## src/sv/slfd_pkg.sv

```systemverilog
// Shared types and constants for the sync/length frame deframer.
package slfd_pkg;

  // Receive phase of the frame tracker
  typedef enum logic [2:0] {
    PH_HUNT    = 3'd0,
    PH_SYNC1   = 3'd1,
    PH_HEADER  = 3'd2,
    PH_PAYLOAD = 3'd3,
    PH_CHECK   = 3'd4
  } phase_t;

  // Role tag given to each byte
  typedef enum logic [2:0] {
    ROLE_IGNORED = 3'd0,
    ROLE_SYNC_A  = 3'd1,
    ROLE_SYNC_B  = 3'd2,
    ROLE_HEADER  = 3'd3,
    ROLE_PAYLOAD = 3'd4,
    ROLE_CHECK   = 3'd5,
    ROLE_DROPPED = 3'd6
  } role_t;

  // Configuration register indexes
  typedef enum logic [1:0] {
    REG_FIRST_SYNC  = 2'd0,
    REG_SECOND_SYNC = 2'd1,
    REG_MAX_LEN     = 2'd2,
    REG_UNUSED      = 2'd3
  } reg_idx_t;

  // Frame layout
  localparam logic [7:0] LENGTH_POS  = 8'd2;   // position of the length byte
  localparam logic [7:0] HEADER_END  = 8'd5;   // bytes up to and including header
  localparam logic [8:0] CHECK_END   = 9'd7;   // header plus two check bytes
  localparam logic [7:0] LENGTH_CAP  = 8'd248; // frame never exceeds 255 bytes

  // Register reset values
  localparam logic [7:0] FIRST_SYNC_RST  = 8'd170;
  localparam logic [7:0] SECOND_SYNC_RST = 8'd85;
  localparam logic [7:0] MAX_LEN_RST     = 8'd64;

  // Active configuration, limit already clamped
  typedef struct packed {
    logic [7:0] first_sync;
    logic [7:0] second_sync;
    logic [7:0] limit;
  } cfg_t;

  // One result word
  typedef struct packed {
    logic [7:0] byte_echo;
    role_t      byte_role;
    logic [7:0] frame_position;
    logic [7:0] payload_length;
    logic       frame_end;
  } result_t;

endpackage

```

## src/sv/sync_length_frame_deframer_core.sv

```systemverilog
// Top level of the two-byte-sync, length-prefixed frame deframer.
// Throughput: one byte per cycle while the skid is empty; tracker steps on each byte.
// A two-entry output stage (register plus skid) keeps in_tready independent of
// out_tready, so input stalls only when both entries are full.
// Reset (rst_n low, synchronous): hunting for the first sync, counters zero,
// registers back to 170, 85 and 64, output and skid stages empty.
module sync_length_frame_deframer_core (
  input  logic        clk,
  input  logic        rst_n,
  input  logic        in_tvalid,
  output logic        in_tready,
  input  logic [7:0]  in_tdata,   // [7:0] rx_data
  output logic        out_tvalid,
  input  logic        out_tready,
  output logic [23:0] out_tdata,  // [7:0] byte_echo, [15:8] frame_position,
                                  // [23:16] payload_length
  output logic [2:0]  out_tuser,  // [2:0] byte_role
  output logic        out_tlast,  // frame_end
  input  logic        cfg_we,
  input  logic [1:0]  cfg_index,
  input  logic [7:0]  cfg_wdata
);
  import slfd_pkg::*;

  cfg_t    cfg;
  result_t trk_result;
  result_t out_word;
  logic    accept;

  assign accept = in_tvalid && in_tready;

  slfd_cfg_regs u_cfg (
    .clk       (clk),
    .rst_n     (rst_n),
    .cfg_we    (cfg_we),
    .cfg_index (cfg_index),
    .cfg_wdata (cfg_wdata),
    .cfg       (cfg)
  );

  slfd_tracker u_trk (
    .clk     (clk),
    .rst_n   (rst_n),
    .cfg     (cfg),
    .accept  (accept),
    .rx_byte (in_tdata),
    .result  (trk_result)
  );

  slfd_skid u_skid (
    .clk       (clk),
    .rst_n     (rst_n),
    .in_valid  (in_tvalid),
    .in_ready  (in_tready),
    .in_word   (trk_result),
    .out_valid (out_tvalid),
    .out_ready (out_tready),
    .out_word  (out_word)
  );

  // Pack the result word onto the stream
  assign out_tdata = {out_word.payload_length, out_word.frame_position, out_word.byte_echo};
  assign out_tuser = out_word.byte_role;
  assign out_tlast = out_word.frame_end;

endmodule

```

## src/sv/slfd_cfg_regs.sv

```systemverilog
// Configuration registers with clamped payload limit.
module slfd_cfg_regs (
  input  logic                 clk,
  input  logic                 rst_n,
  input  logic                 cfg_we,
  input  logic [1:0]           cfg_index,
  input  logic [7:0]           cfg_wdata,
  output slfd_pkg::cfg_t       cfg
);
  import slfd_pkg::*;

  logic [7:0] first_sync_r;
  logic [7:0] second_sync_r;
  logic [7:0] max_len_r;

  // Write one register per enable
  always_ff @(posedge clk) begin
    if (!rst_n) begin
      first_sync_r  <= FIRST_SYNC_RST;
      second_sync_r <= SECOND_SYNC_RST;
      max_len_r     <= MAX_LEN_RST;
    end else if (cfg_we) begin
      unique case (reg_idx_t'(cfg_index))
        REG_FIRST_SYNC:  first_sync_r  <= cfg_wdata;
        REG_SECOND_SYNC: second_sync_r <= cfg_wdata;
        REG_MAX_LEN:     max_len_r     <= cfg_wdata;
        default: ;
      endcase
    end
  end

  // Clamp the limit so a frame stays within 255 bytes
  always_comb begin
    cfg.first_sync  = first_sync_r;
    cfg.second_sync = second_sync_r;
    cfg.limit       = (max_len_r > LENGTH_CAP) ? LENGTH_CAP : max_len_r;
  end

endmodule

```

## src/sv/slfd_tracker.sv

```systemverilog
// Frame phase tracker: tags each accepted byte and advances the state.
module slfd_tracker (
  input  logic                 clk,
  input  logic                 rst_n,
  input  slfd_pkg::cfg_t       cfg,
  input  logic                 accept,
  input  logic [7:0]           rx_byte,
  output slfd_pkg::result_t    result
);
  import slfd_pkg::*;

  phase_t     phase_r, phase_nxt;
  logic [7:0] byte_count_r, byte_count_nxt;
  logic [7:0] exp_len_r, exp_len_nxt;

  logic [7:0] cnt_inc;
  logic [7:0] len_cur;
  logic       hdr_done;
  logic       oversize;
  logic       pay_done;
  logic       chk_done;

  // Shared decode of the current byte
  assign cnt_inc  = byte_count_r + 8'd1;
  assign len_cur  = (phase_r == PH_HEADER && byte_count_r == LENGTH_POS) ? rx_byte
                                                                         : exp_len_r;
  assign hdr_done = (cnt_inc == HEADER_END);
  assign oversize = (len_cur > cfg.limit);
  assign pay_done = ({1'b0, cnt_inc} == ({1'b0, HEADER_END} + {1'b0, exp_len_r}));
  assign chk_done = ({1'b0, cnt_inc} == (CHECK_END + {1'b0, exp_len_r}));

  // Next phase
  always_comb begin
    phase_nxt = PH_HUNT;
    unique case (phase_r)
      PH_SYNC1:   phase_nxt = (rx_byte == cfg.second_sync) ? PH_HEADER : PH_HUNT;
      PH_HEADER: begin
        if (!hdr_done)            phase_nxt = PH_HEADER;
        else if (oversize)        phase_nxt = PH_HUNT;
        else if (len_cur == 8'd0) phase_nxt = PH_CHECK;
        else                      phase_nxt = PH_PAYLOAD;
      end
      PH_PAYLOAD: phase_nxt = pay_done ? PH_CHECK : PH_PAYLOAD;
      PH_CHECK:   phase_nxt = chk_done ? PH_HUNT : PH_CHECK;
      default:    phase_nxt = (rx_byte == cfg.first_sync) ? PH_SYNC1 : PH_HUNT;
    endcase
  end

  // Result tag and counters
  always_comb begin
    result.byte_echo      = rx_byte;
    result.byte_role      = ROLE_IGNORED;
    result.frame_position = 8'd0;
    result.payload_length = 8'd0;
    result.frame_end      = 1'b0;
    byte_count_nxt        = byte_count_r;
    exp_len_nxt           = exp_len_r;
    unique case (phase_r)
      PH_SYNC1: begin
        if (rx_byte == cfg.second_sync) begin
          result.byte_role      = ROLE_SYNC_B;
          result.frame_position = 8'd1;
          byte_count_nxt        = LENGTH_POS;
        end
      end
      PH_HEADER: begin
        result.frame_position = byte_count_r;
        result.byte_role      = ROLE_HEADER;
        byte_count_nxt        = cnt_inc;
        exp_len_nxt           = len_cur;
        if (hdr_done) begin
          result.payload_length = len_cur;
          if (oversize) result.byte_role = ROLE_DROPPED;
        end
      end
      PH_PAYLOAD: begin
        result.frame_position = byte_count_r;
        result.byte_role      = ROLE_PAYLOAD;
        result.payload_length = exp_len_r;
        byte_count_nxt        = cnt_inc;
      end
      PH_CHECK: begin
        result.frame_position = byte_count_r;
        result.byte_role      = ROLE_CHECK;
        result.payload_length = exp_len_r;
        result.frame_end      = chk_done;
        byte_count_nxt        = cnt_inc;
      end
      default: begin
        if (rx_byte == cfg.first_sync) begin
          result.byte_role = ROLE_SYNC_A;
          byte_count_nxt   = 8'd1;
        end
      end
    endcase
  end

  // Advance state on each accepted word
  always_ff @(posedge clk) begin
    if (!rst_n) begin
      phase_r      <= PH_HUNT;
      byte_count_r <= 8'd0;
      exp_len_r    <= 8'd0;
    end else if (accept) begin
      phase_r      <= phase_nxt;
      byte_count_r <= byte_count_nxt;
      exp_len_r    <= exp_len_nxt;
    end
  end

endmodule

```

## src/sv/slfd_skid.sv

```systemverilog
// Output register with a skid stage so the input ready never depends on out_ready directly.
module slfd_skid (
  input  logic                 clk,
  input  logic                 rst_n,
  input  logic                 in_valid,
  output logic                 in_ready,
  input  slfd_pkg::result_t    in_word,
  output logic                 out_valid,
  input  logic                 out_ready,
  output slfd_pkg::result_t    out_word
);
  import slfd_pkg::*;

  logic    out_valid_r;
  logic    skid_valid_r;
  result_t out_word_r;
  result_t skid_word_r;
  logic    accept;
  logic    load_out;

  assign in_ready  = !skid_valid_r;
  assign accept    = in_valid && !skid_valid_r;
  assign load_out  = !out_valid_r || out_ready;
  assign out_valid = out_valid_r;
  assign out_word  = out_word_r;

  // Control: drain skid first, park a word when the output stalls
  always_ff @(posedge clk) begin
    if (!rst_n) begin
      out_valid_r  <= 1'b0;
      skid_valid_r <= 1'b0;
    end else if (load_out) begin
      out_valid_r  <= skid_valid_r || accept;
      skid_valid_r <= 1'b0;
    end else if (accept) begin
      skid_valid_r <= 1'b1;
    end
  end

  // Payload
  always_ff @(posedge clk) begin
    if (load_out) begin
      out_word_r <= skid_valid_r ? skid_word_r : in_word;
    end else if (accept) begin
      skid_word_r <= in_word;
    end
  end

endmodule
```

## config.mk

```make
export PLATFORM = sky130hd
export DESIGN_NAME = sync_length_frame_deframer_core
export DESIGN_NICKNAME = d
export VERILOG_FILES = /design/src/sv/slfd_pkg.sv /design/src/sv/sync_length_frame_deframer_core.sv /design/src/sv/slfd_cfg_regs.sv /design/src/sv/slfd_tracker.sv /design/src/sv/slfd_skid.sv
export SDC_FILE = /design/constraint.sdc
export NUM_CORES = 1
export LEC_CHECK = 0
export BUFFER_PORTS_ARGS = -buffer_cell sky130_fd_sc_hd__buf_4
export CORE_UTILIZATION = 55
export DETAILED_ROUTE_END_ITERATION = 12
export PLACE_DENSITY = 0.74
export SETUP_SLACK_MARGIN = 0.4
export SLEW_MARGIN = 10
export SYNTH_ARGS = -nofsm -noshare
export SYNTH_HDL_FRONTEND = slang
export SYNTH_HIERARCHICAL = 1
export SYNTH_SLANG_ARGS = --single-unit
export TNS_END_PERCENT = 10
```

## constraint.sdc

```tcl
create_clock -name clk -period 9.2 [get_ports clk]
set_input_delay 0.92 -clock clk [delete_from_list [all_inputs] [get_ports clk]]
set_output_delay 0.92 -clock clk [all_outputs]
set_load 0.05 [all_outputs]
```

==> results of run 1 <==
[path summary, 6_finish.rpt]
path	startpoint	endpoint
min	u_cfg/max_len_r[0]	u_cfg/max_len_r[0]
min reg2reg	u_cfg/max_len_r[0]	u_cfg/max_len_r[0]
max	u_trk/byte_count_r[0]	u_skid/out_word[17]
max reg2reg	u_trk/byte_count_r[0]	u_skid/out_word[17]
[cell usage after synthesis, types with 5 or more instances]
library cell / instances
clkbuf_1: 16
o21ai_0: 26
a31oi_1: 5
buf_2: 9
nand4b_1: 5
a21oi_1: 18
o21a_1: 5
nor2_1: 24
ha_1: 13
xnor2_1: 20
mux2_2: 29
nor3_1: 9
nor4_1: 5
nand4_1: 9
mux2i_1: 17
dfxtp_1: 45
edfxtp_1: 56
nor2b_1: 13
a21boi_0: 11
o211ai_1: 12
nand2_1: 60
buf_4: 12
and2_1: 10
nand3_1: 12
inv_1: 30
xor2_1: 15
buf_6: 7
[cell families after synthesis]
family / Yosys count
AND/OR/NAND/NOR: 187
flip-flops: 101
AO/OA/AOI/OAI: 98
buffers and inverters: 77
multiplexers: 46
XOR/XNOR: 42
adder cells (fa/ha/maj): 13
[power groups by stage]
stage | Clock [W] | Combinational (W) | Sequential [W]
after floorplan | 0 | 0.0000445 | 0.000534
after global placement | 0 | 0.0000988 | 0.000507
after detailed placement | 0 | 0.000100 | 0.000508
after CTS | 0.000310 | 0.000100 | 0.000498
after global routing | 0.000331 | 0.000107 | 0.000500
final | 0.000304 | 0.000100 | 0.000498
[state kept, by name (all words and copies together) (netlist names)]
name,cells
u_skid/skid_valid_r,1
u_trk/exp_len_r,8
u_cfg/first_sync_r,8
u_skid/out_word,28
u_skid/out_valid,1
u_trk/byte_count_r,8
u_skid/skid_word_r,28
u_cfg/max_len_r,8
u_trk/phase_r,3
u_cfg/second_sync_r,8
[cell usage in the layout, fill, tap and decap left out, types with 5 or more instances in the layout]
master / instances
xor2_1: 15
o211ai_1: 12
edfxtp_1: 56
inv_1: 30
a21boi_0: 11
o21a_1: 5
nor2_1: 24
o21ai_0: 26
dfxtp_1: 45
a31oi_1: 5
a21oi_1: 18
buf_4: 55
xnor2_1: 20
nand2_1: 60
nor2b_1: 13
mux2_2: 29
mux2i_1: 17
nor4_1: 5
nand4b_1: 5
clkbuf_8: 9
nor3_1: 9
and2_1: 10
nand4_1: 9
nand3_1: 12
ha_1: 13
[layer usage]
| metal | up-vias | GRT usage, % | part of all wire (%) |
|---|---|---|---|
| li1 | 2020 | - | - |
| met1 | 1978 | 35.2 | 49 |
| met2 | 144 | 34.1 | 44 |
| met3 | 13 | 4.12 | 5.6 |
| met4 | 0 | 6.94 | 1.5 |
| met5 | - | 0 | 0 |
[cell type report]
class	count	area, sq um	share of cell area [%]
Tap cell	136	170	2.70
Clock inverter	7	87.6	1.39
Clock buffer	9	124	1.97
Sequential cell	101	2580	41.0
Inverter	30	113	1.79
Multi-Input combinational cell	386	2810	44.6
Timing Repair Buffer	55	413	6.55
[worst max-delay path: cells and delay by family, from the launching register on]
kind,cells,cell delay (ns)
DFF,1,0.43
and+or+nand+nor,4,1.29
buffers and inverters,1,0.18
adders and majority gates,2,0.48
muxes,1,0.25
AOI/OAI and AO/OA,6,1.06
[metrics by stage]
stage	total power (W)	cells	util (%)
6_report	0.000902	724	61.3
5_1_grt	0.000937	724	61.3
4_1_cts	0.000908	724	61.3
3_5_place_dp	0.000608	708	59.2
3_3_place_gp	0.000606	708	59.2
2_1_floorplan	0.000579	564	-
==> reports/results.tsv, run 1 <==
metric	value	unit
Vias per Instance	5.74	
initial antenna violation count	0	
Worst Skew	0.0114	ns
largest family of logic cells by synthesized area	simple AND/OR/NAND/NOR gates	
GRT Overall Usage	23.3	%
Psw	0.000224	W
Die ar.	11000	sq um
DP Area	6090	sq um
first-pass GRT wire length	19900	microns
CTS Root Cell	clkbuf_8	
Internal Power	0.000677	W
clock buffer depth	2	
Slew @ Worst Pin	0.776	ns
P&R area growth vs syn	8.40	%
Post-Syn Area	5810	sq um
reg2reg path depth	14	
Seq pwr share	55.2	%
Post-Place Worst Slack	5.36	ns
Hold Violations, Final	0	
Skew-Pair Late Insertion Delay	0.36	ns
worst hold slack	0.467	ns
Slew Viols, Final	0	
hold buffer count at CTS	0	
RD Place Congestion	0.914	
synth top area cells	edfxtp_1 29%, dfxtp_1 16%, mux2_2 5.6%	
post-route ant nets	0	
num rows	37	
post-CTS setup repair buffer count	0	
Clk network pwr share	33.7	%
initial drt markers	308	
r2r setup slk	5.26	ns
adder-cell share of the synthesized area	2.80	%
RSZ-0062 raised after global routing	false	
Synth Warn #	6	
Logic pwr share	11.1	%
f_max	254	MHz
cell area power density	143	nW/um^2
area leader, netlist	edfxtp_1	
via count	4155	
core area	10300	sq um
clock transition at the registers of the reported paths	0.10	ns
XOR/XNOR Fraction of Synth Area	7.86	%
share of layout cells above drive strength 1	20.9	%
fillcell total	859	
Port-buffer cells	52	
DRT Wirelength	12300	microns
total CTS buffers	9	
Critical Path RT	9.31	ns
setup violators final	0	
count of cell types in the netlist	73	
maximum vdd drop	0.0000852	V
flops & latches, synth	101	
Post-synth top flop	edfxtp_1	
Hold Path Stages	2	
Post-synth EDFFs	56	
run status	completed	
GR Overflow Total	0	
Sink Count	101	
critical path fanouts, max	19	
largest net degree at the start of global routing	58	
maxcap violations	0	
final setup TNS	0	ns
Leak Pwr	2.41	nW
sequential area share after synthesis	44.4	%
IO Pins	53	
critical path launch point type	register	
number of global-route vias before repair	3811	
die width	105	microns
Synth Area in Compound Gates	11.1	%
crit share post-route	42.8	%
DRC	0	
Post-Layout Inst Area	6300	sq um
slowest stage cell, crit path	nand3_1	
DR WL/cell	16.9	microns
first drt pass iteration count	5	
area share of the largest cell type after synthesis	28.9	%
Inserted Diodes	0	
crit end category	register	
initial core utilization	56.5	%
Final min period	3.94	ns
WS Path Type	register to register	
height of the die	105	microns
switching share of total power	24.9	%
post-CTS resize count	0	
TritonCTS clock tree	yes	
hpwl dp	8820	microns
syn nets	600	
CP Data Arrival Time	4.05	ns
Synth Instances	564	
CP max stage delay	0.58	ns
mean post-synth cell area	10.3	sq um
asr flop ratio synth	0	%
Setup WS post-layout	5.26	ns
Worst Hold Class	register to register	
H-tree depth	3	
synthesized-area fraction occupied by and/or/nand/nor cells	18.0	%
mux share of post-synthesis cell area	8.55	%
relative slew slack	47.8	%
cells along the critical path	inv_1 > ha_1 > nor4b_1 > nand3_1 > nand2_1 > o21ai_0 > ha_1 > nor2b_1 > o211ai_1 > a211o_1 > a21oi_1 > a21oi_1 > o21a_1 > mux2_2	
Total Nets Final	619	
Note: power is estimated with default switching activity, not from simulation.
==> run 2, diff against run 1 <==
==> constraint.sdc (replaced) <==
create_clock -name clk -period 3.9 [get_ports clk]
set_input_delay 0.39 -clock clk [delete_from_list [all_inputs] [get_ports clk]]
set_output_delay 0.39 -clock clk [all_outputs]
set_load 0.05 [all_outputs]
==> reports/results.tsv, run 2 (same netlist as run 1, synthesis figures left out) <==
metric	value	unit	change
CP dominant cell by count	ha_1		
RD Place Congestion	0.909		was 0.914
setup violators final	0		unchanged
height of the die	105	microns	unchanged
Slew Viols, Final	0		unchanged
initial antenna violation count	0		unchanged
DRC	0		unchanged
total CTS buffers	9		unchanged
Worst Skew	0.00855	ns	was 0.0114 ns
critical path launch point type	register		unchanged
hold buffer count at CTS	0		unchanged
cells along the critical path	ha_1 > nor4b_2 > nand3_1 > buf_4 > nand2_1 > o21ai_0 > ha_1 > nor2b_1 > o211ai_1 > a211o_1 > a21oi_2 > a21oi_1 > o21a_1 > mux2_2		was inv_1 > ha_1 > nor4b_1 > nand3_1 > nand2_1 > o21ai_0 > ha_1 > nor2b_1 > o211ai_1 > a211o_1 > a21oi_1 > a21oi_1 > o21a_1 > mux2_2
hpwl dp	8690	microns	was 8820 microns
Leak Pwr	2.42	nW	was 2.41 nW
core area	10300	sq um	unchanged
Total Nets Final	620		was 619
CP Data Arrival Time	3.34	ns	was 4.05 ns
DP Area	6100	sq um	was 6090 sq um
Post-Layout Inst Area	6320	sq um	was 6300 sq um
worst hold slack	0.258	ns	was 0.467 ns
Slew @ Worst Pin	0.765	ns	was 0.776 ns
Hold Violations, Final	0		unchanged
first drt pass iteration count	4		was 5
crit share post-route	82.4	%	was 42.8%
worst hold path startpoint	in_tdata[2]		was u_cfg/max_len_r[0]
H-tree depth	3		unchanged
Worst Hold Class	primary input to register		was register to register
share of layout cells above drive strength 1	21.9	%	was 20.9%
Die ar.	11000	sq um	unchanged
commonest non-fill, non-tap cell in the layout	nand2_1		unchanged
Port-buffer cells	52		unchanged
post-CTS setup repair buffer count	0		unchanged
placed instance count	709		was 708
Finished Layout Cells	725		was 724
DRT Wirelength	12200	microns	was 12300 microns
RR Startpoint	u_trk/byte_count_r[1]		was u_trk/byte_count_r[0]
clock buffer depth	2		unchanged
maximum vdd drop	0.000179	V	was 0.0000852 V
Worst Hold Path EP	u_skid/skid_word_r[22]		was u_cfg/max_len_r[0]
f_max	311	MHz	was 254 MHz
final setup TNS	0	ns	unchanged
clock transition at the registers of the reported paths	0.09	ns	was 0.10 ns
r2r setup slk	0.68	ns	was 5.26 ns
first-pass GRT wire length	19900	microns	about the same
WS Path Type	register to register		unchanged
overall power	0.00208	W	was 0.000902 W
Hold Path Stages	1		was 2
CP top delay family	compound AO/OA/AOI/OAI gates		was simple AND/OR/NAND/NOR gates
most frequent cells in the layout	60 x nand2_1, 56 x buf_4, 56 x edfxtp_1		was 60 x nand2_1, 56 x edfxtp_1, 55 x buf_4
Critical Path RT	4.02	ns	was 9.31 ns
largest net degree at the start of global routing	58		unchanged
Reg-to-Reg End	u_skid/out_word[17]		unchanged
initial core utilization	56.5	%	unchanged
number of global-route vias before repair	3718		was 3811
Inserted Diodes	0		unchanged
post-route ant nets	0		unchanged
initial drt markers	303		was 308
TritonCTS clock tree	yes		unchanged
reg2reg path depth	14		unchanged
P&R area growth vs syn	8.81	%	was 8.40%
Final min period	3.22	ns	was 3.94 ns
Buf/Inv on CP	1		unchanged
CP max stage delay	0.49	ns	was 0.58 ns
GRT Overall Usage	23.3	%	about the same
GR Overflow Total	0		unchanged
Sink Count	101		unchanged
critical path fanouts, max	19		unchanged
crit end category	register		unchanged
relative slew slack	48.5	%	was 47.8%
IO Pins	53		unchanged
DR WL/cell	16.8	microns	was 16.9 microns
slowest stage cell, crit path	dfxtp_1		was nand3_1
RSZ-0062 raised after global routing	false		unchanged
Vias per Instance	5.70		was 5.74
num rows	37		unchanged
cell area power density	329	nW/um^2	was 143 nW/um^2
maxcap violations	0		unchanged
run status	completed		unchanged
die width	105	microns	unchanged
CTS Root Cell	clkbuf_8		unchanged
Skew-Pair Late Insertion Delay	0.37	ns	was 0.36 ns
via count	4134		was 4155
run 2: final cells by class:
cell class	instances	area, sq um
sequential	101	2580
fill	863	3950
clock buffer	14	194
clock inverter	2	13.8
tap	136	170
inverter	30	113
multi-input combinational	386	2830
timing repair buffer	56	420
run 2: worst max path at each step:
stage | startpoint | end | cells after the start
after floorplan | u_trk/byte_count_r[0] | u_skid/out_word[17] | 16
after global placement | u_trk/byte_count_r[0] | u_skid/out_word[17] | 15
after detailed placement | u_trk/byte_count_r[0] | u_skid/out_word[17] | 15
after CTS | u_trk/byte_count_r[0] | u_skid/out_word[17] | 14
after global routing | u_trk/byte_count_r[1] | u_skid/out_word[17] | 13
final | u_trk/byte_count_r[1] | u_skid/out_word[17] | 14
run 2: metrics by stage:
stage	setup slack [ns]	util (%)
finish	0.685	61.5
CTS	0.516	61.5
detailed placement	0.422	59.4
global route	0.447	61.5
global placement	0.555	59.4
floorplan	0.582	-
run 2: power breakdown:
group	switching (W)	internal (W)	total, W	leakage (nW)
Sequential	0.0000177	0.00116	0.00117	0.937
Clock	0.000348	0.000324	0.000672	0.108
Combinational	0.000154	0.0000844	0.000238	1.38
Total	0.000519	0.00156	0.00208	2.42
run 2: metal layers:
metal	vias up	global-route usage, %	routed length [microns]
met5	-	0	0
met4	0	7.55	212
met3	15	4.93	834
met2	138	32.4	5210
met1	1960	35.7	5950
li1	2021	-	-
run 2: timing repair:
action | in CTS | in global routing
setup endpoints to repair | 1 | 2
hold endpoints to repair | 0 | 0
gates resized for setup | 1 | 4
